$ cat config.mk
export PLATFORM = sky130hd
export DESIGN_NAME = toc_sqrt_cell
export DESIGN_NICKNAME = d
export VERILOG_FILES = /design/src/rtl/toc_pkg.sv /design/src/rtl/toc_sqrt_cell.sv
export SDC_FILE = /design/constraint.sdc
export NUM_CORES = 1
export LEC_CHECK = 0
export ABC_CLOCK_PERIOD_IN_PS = 3700
export BUFFER_PORTS_ARGS = -buffer_cell sky130_fd_sc_hd__buf_2
export CORE_ASPECT_RATIO = 1.75
export CORE_UTILIZATION = 45
export CTS_CLUSTER_DIAMETER = 200
export DETAILED_ROUTE_END_ITERATION = 10
export PLACE_DENSITY = 0.76
export SYNTH_ARGS = -nofsm -noshare
export SYNTH_HDL_FRONTEND = slang
export SYNTH_SLANG_ARGS = --single-unit
$ cat constraint.sdc
create_clock -name clk -period 3.7 [get_ports clk]
set_input_delay 0.555 -clock clk [delete_from_list [all_inputs] [get_ports clk]]
set_output_delay 0.555 -clock clk [all_outputs]
set_load 0.05 [all_outputs]
$ cat src/rtl/toc_pkg.sv
package toc_pkg;

  // Sample and fixed-point formats
  localparam int SAMPLE_BITS   = 16;
  localparam int FRAC_IN       = 8;
  localparam int CORDIC_SHIFT  = 24;
  localparam int CORDIC_STEPS  = 20;
  localparam int ANGLE_FRAC    = 16;
  localparam int ANGLE_BIAS    = 32;

  localparam int MAG_W   = SAMPLE_BITS;
  localparam int Q_W     = MAG_W + FRAC_IN;
  localparam int SUM_W   = 2 * SAMPLE_BITS;
  localparam int RT_W    = (SUM_W + 2 * FRAC_IN + 1) / 2;
  localparam int RAD_W   = 2 * RT_W;
  localparam int REM_W   = RT_W + 2;
  localparam int CW      = RT_W + CORDIC_SHIFT + 3;
  localparam int TW      = ANGLE_FRAC + 10;
  localparam int STEP_W  = $clog2(CORDIC_STEPS);
  localparam int SQRT_STEPS = RT_W;

  localparam logic signed [TW-1:0] T90  = TW'(90 * (2 ** ANGLE_FRAC));
  localparam logic signed [TW-1:0] T180 = TW'(180 * (2 ** ANGLE_FRAC));

  typedef enum logic [2:0] {
    ORIENT_NORMAL      = 3'd0,
    ORIENT_RIGHT       = 3'd1,
    ORIENT_LEFT        = 3'd2,
    ORIENT_UPSIDE_DOWN = 3'd3,
    ORIENT_UP          = 3'd4,
    ORIENT_DOWN        = 3'd5
  } orient_t;

  typedef struct packed {
    logic signed [15:0] accel_x_sample;
    logic signed [15:0] accel_y_sample;
    logic signed [15:0] accel_z_sample;
  } sample_t;

  typedef struct packed {
    logic signed [8:0] roll_degrees;
    logic signed [7:0] pitch_degrees;
    orient_t           orientation;
  } result_t;

  // Square-root cell state
  typedef struct packed {
    logic [RAD_W-1:0] rad;
    logic [REM_W-1:0] rem;
    logic [RT_W-1:0]  root;
  } sqrt_t;

  // CORDIC cell state
  typedef struct packed {
    logic signed [CW-1:0] cx;
    logic signed [CW-1:0] cy;
    logic signed [TW-1:0] t;
  } cordic_t;

  // Quadrant and special-case flags for both angles
  typedef struct packed {
    logic roll_zero;
    logic roll_yneg;
    logic roll_xneg;
    logic pitch_zero;
    logic pitch_yneg;
  } flag_t;

  typedef struct packed {
    flag_t          flags;
    logic [Q_W-1:0] roll_ay;
    logic [Q_W-1:0] roll_ax;
    logic [Q_W-1:0] pitch_ay;
  } side_t;

  // atan(2^-i) in Q16 degrees
  function automatic logic signed [TW-1:0] atan_q16(logic [STEP_W-1:0] i);
    case (i)
      5'd0:    atan_q16 = TW'(2949120);
      5'd1:    atan_q16 = TW'(1740967);
      5'd2:    atan_q16 = TW'(919879);
      5'd3:    atan_q16 = TW'(466945);
      5'd4:    atan_q16 = TW'(234379);
      5'd5:    atan_q16 = TW'(117265);
      5'd6:    atan_q16 = TW'(58666);
      5'd7:    atan_q16 = TW'(29335);
      5'd8:    atan_q16 = TW'(14668);
      5'd9:    atan_q16 = TW'(7334);
      5'd10:   atan_q16 = TW'(3667);
      5'd11:   atan_q16 = TW'(1833);
      5'd12:   atan_q16 = TW'(917);
      5'd13:   atan_q16 = TW'(458);
      5'd14:   atan_q16 = TW'(229);
      5'd15:   atan_q16 = TW'(115);
      5'd16:   atan_q16 = TW'(57);
      5'd17:   atan_q16 = TW'(29);
      5'd18:   atan_q16 = TW'(14);
      5'd19:   atan_q16 = TW'(7);
      default: atan_q16 = '0;
    endcase
  endfunction

endpackage

$ cat src/rtl/toc_sqrt_cell.sv
module toc_sqrt_cell (
  input  logic           clk,
  input  logic           en,
  input  toc_pkg::sqrt_t din,
  output toc_pkg::sqrt_t dout
);
  import toc_pkg::*;

  logic [REM_W-1:0] rem_sh;
  logic [REM_W-1:0] trial;
  logic             ge;
  sqrt_t            nxt;

  // One root bit: bring down two radicand bits, try subtracting 4q+1
  always_comb begin
    rem_sh   = {din.rem[REM_W-3:0], din.rad[RAD_W-1 -: 2]};
    trial    = {din.root, 2'b01};
    ge       = (rem_sh >= trial);
    nxt.rem  = ge ? (rem_sh - trial) : rem_sh;
    nxt.root = {din.root[RT_W-2:0], ge};
    nxt.rad  = {din.rad[RAD_W-3:0], 2'b00};
  end

  always_ff @(posedge clk) begin
    if (en) begin
      dout <= nxt;
    end
  end

endmodule

-- Word-level counts from Yosys, hierarchy flattened
Index checks and enable logic that the tools add are counted.
- $lt $le $gt $ge: 1
- $mul: 0
- $add $sub $neg: 1
- muxes and demuxes: 1
- equality and inequality tests: 0
- reduce and logical (&&, ||, !) cells: 0
- div/mod/pow operators: 0
- shifts and indexed selects: 0
- bitwise operators: 0
- operators by type and width (kind ; number):
    $ge A26 B26 Y1 ; 1
    $mux W26 ; 1
    $sub A26 B26 Y26 ; 1
- logic and storage cells: 6
- output and inout port bits: 98
- register bits after elaboration: 96
- memory bits (read-only): 0
- bits in writable memories: 0
- bits in latches: 0
- memories: 0

-- Logic depth before layout (Yosys ltp)
- depth after elaboration: 2
- gate-level depth with buffers: 12
- mapped depth without buffers: 10

-- Worst setup path before layout
No wires, ideal clock.
- path type: input port to flip-flop
- start point: in din[10] in the netlist's numbering
- end point: reg dout[48] in the netlist's numbering, data pin
- stages: 11
- data required time: 3440 ps
- arrival time: 2798 ps
- setup slack: 643 ps
- library setup time: 260 ps
- cell sequence: inv_1 ha_1 buf_2 nand4_1 nor4_2 o311ai_1 a31oi_1 o2111ai_1 a31oi_4 buf_6 mux2_2
- RTL lines (what ; line ; source):
    start, declared ; toc_sqrt_cell.sv:4 ; input toc_pkg::sqrt_t din,
    end signal, assigned ; toc_sqrt_cell.sv:26 ; dout <= nxt;
    end, declared ; toc_sqrt_cell.sv:5 ; output toc_pkg::sqrt_t dout

==> qor.txt <==
status: finished clean
Slew Limit Fails: 0
Yosys reg bits: 96
CTS max path bufs: 2
Syn Std Cell Area: 4670 µm²
vias in the first global route: 3543
Detailed Routing Iterations Pass 1: 4
Synth Area per Inst: 12.9 µm²
root buf cell: clkbuf_16
setup ws final: 616 ps
post-synthesis async set-or-reset flop share: 0
max_cap viols: 0
gpl congestion: 0.821
Startpoint Class: input port
endpoints failing hold: 0
Die Span Y: 137 µm
main flop type after synthesis: edfxtp_1
most frequent CP cell: or3_1
top flop regs: dout x96
RSZ-0062 raised after global routing: false
Slew @ Worst Pin: 528 ps
vias: 3588
CP Buf/Inv Count: 2
Congestion Overflow GR: 0
clock-pin slew of the registers on the worst-case setup and hold paths: 70 ps
leak pwr: 0.00274 µW
Post-synth EDFFs: 96
First DRT Iteration DRCs: 206
worst path arrival time: 3190 ps
max reg flops: 96
CTS buffer count: 9
DR DRC count: 0
part of the cycle the worst path needs: 0.833
Routed Antenna Nets: 0
highest clock rate: 324 MHz
IO Port Bufs: 193
Worst Hold Class: input port to flop
PwrDens: 523 nW/µm²
first-pass GRT wire length: 17300 µm
top-level port count: 198
final worst path period need: 3080 ps
Pwr Total: 3180 µW
# setup viols final: 0
largest net degree at the start of global routing: 42
core area: 9970 µm²
area grow syn2layout: 30.2%
Total GRT Usage: 0.215
commonest non-fill, non-tap cell in the layout: buf_2
Post-Synthesis Cells: 362
CP max FO: 5
Cell Rows: 48
share of cells above drive strength 1: 0.418
H-tree Lvls: 3
Initial Util: 0.468
register area share after synthesis: 0.618
Max-slew headroom: 0.648
CTS Hold Bufs: 0
crit-path cells: buf_2 -> inv_1 -> ha_1 -> or3_1 -> o22ai_2 -> o32ai_2 -> o41ai_2 -> o2111ai_2 -> nor3b_1 -> or3_1 -> a31o_2
CP max stage cell: o41ai_2
CTS tree: done
worst hold path depth: 1
initial antenna violation count: 1
pre-CTS setup slack: 315 ps
fin nets: 688
most frequent cells in the layout: 192 x buf_2, 96 x edfxtp_1, 36 x inv_1
vias per cell: 5.18
drt wl/cell: 16.9 µm
DP HPWL: 9040 µm
post-synth cell types: 51
Sink Count: 96
Total Die Area: 10800 µm²
CTS resizes: 0
final wirelength: 11700 µm
# fillers: 832
Peak VDD IR: 0.351 mV
Post-CTS Setup Inserts: 0
crit path kind: input port to flop
final setup TNS: 0 ps
Most flops, register: dout
CP endpoint kind: flop
max incr delay on CP: 480 ps
required time of the critical path: 3800 ps
CP top delay family: compound AO/OA/AOI/OAI gates
Die Width: 79.0 µm
Yosys Warn Count: 0
Hold Path End: dout[89]
Hold Startpoint: din[87]
## worst max path at each step
stage / end / slack, ps / cells after the start / start
2_1_floorplan: dout[48] / 640 / 11 / din[10]
3_3_place_gp: dout[45] / 350 / 11 / din[2]
3_5_place_dp: dout[45] / 310 / 11 / din[2]
4_1_cts: dout[45] / 670 / 11 / din[2]
5_1_grt: dout[43] / 490 / 11 / din[14]
6_report: dout[45] / 620 / 11 / din[2]
## cell families after synthesis
family	share of synthesized area
adders and majority gates	0.0697
muxes	0.0190
AOI/OAI and AO/OA	0.131
and+or+nand+nor	0.0767
buffers and inverters	0.0458
other	0.000803
xor gates and xnor gates	0.0394
DFF	0.618
## Yosys cell counts, drive strengths merged (3+ instances only)
cell type	instances	area share
o21a	3	0.0048
nand2	7	0.0056
nand3	7	0.0075
xor2	6	0.011
clkbuf	5	0.0043
a211oi	3	0.0048
o21ai	10	0.011
a21o	12	0.020
nor2b	4	0.0054
inv	36	0.029
mux2	7	0.017
a31oi	11	0.018
nor2	29	0.023
xnor2	15	0.028
ha	26	0.070
or2	4	0.0054
buf	8	0.013
nand4	5	0.0067
edfxtp	96	0.62
and3	3	0.0040
a21oi	34	0.036
## layer usage
layer  wire length (µm)  global-route usage  vias up  share of wire
met1               4160               0.220     1662           0.36
met2               6240               0.390      162           0.53
met4                365               0.103        0          0.031
li1                   -                   -     1741              -
met5                  0                   0        -              0
met3                931              0.0693       23          0.080
## report_power, final
part	internal [µW]	leakage [µW]	switching, µW
clock	528	0.000147	407
combinational	255	0.00165	640
sequential	1320	0.000940	25.4
## final cells by class
cell class,instances,area (µm²),area share
Sequential cell,96,2880,0.474
Multi-Input combinational cell,218,1580,0.259
Timing Repair Buffer,201,1030,0.169
Clock buffer,10,229,0.0377
Tap cell,125,156,0.0257
Inverter,36,135,0.0222
Clock inverter,6,66.3,0.0109
Antenna cell,1,2.50,0.000412
## through the flow
stage          instances  utilization  hold WS, ps  instance area (µm²)
4_1_cts              692        0.609          373                 6070
3_3_place_gp         676        0.580          733                 5780
3_5_place_dp         676        0.580          734                 5780
6_report             693        0.609          380                 6080
2_1_floorplan        363            -          654                 4670
5_1_grt              692        0.609          374                 6070
No activity file was read; power rests on OpenSTA's default activity.
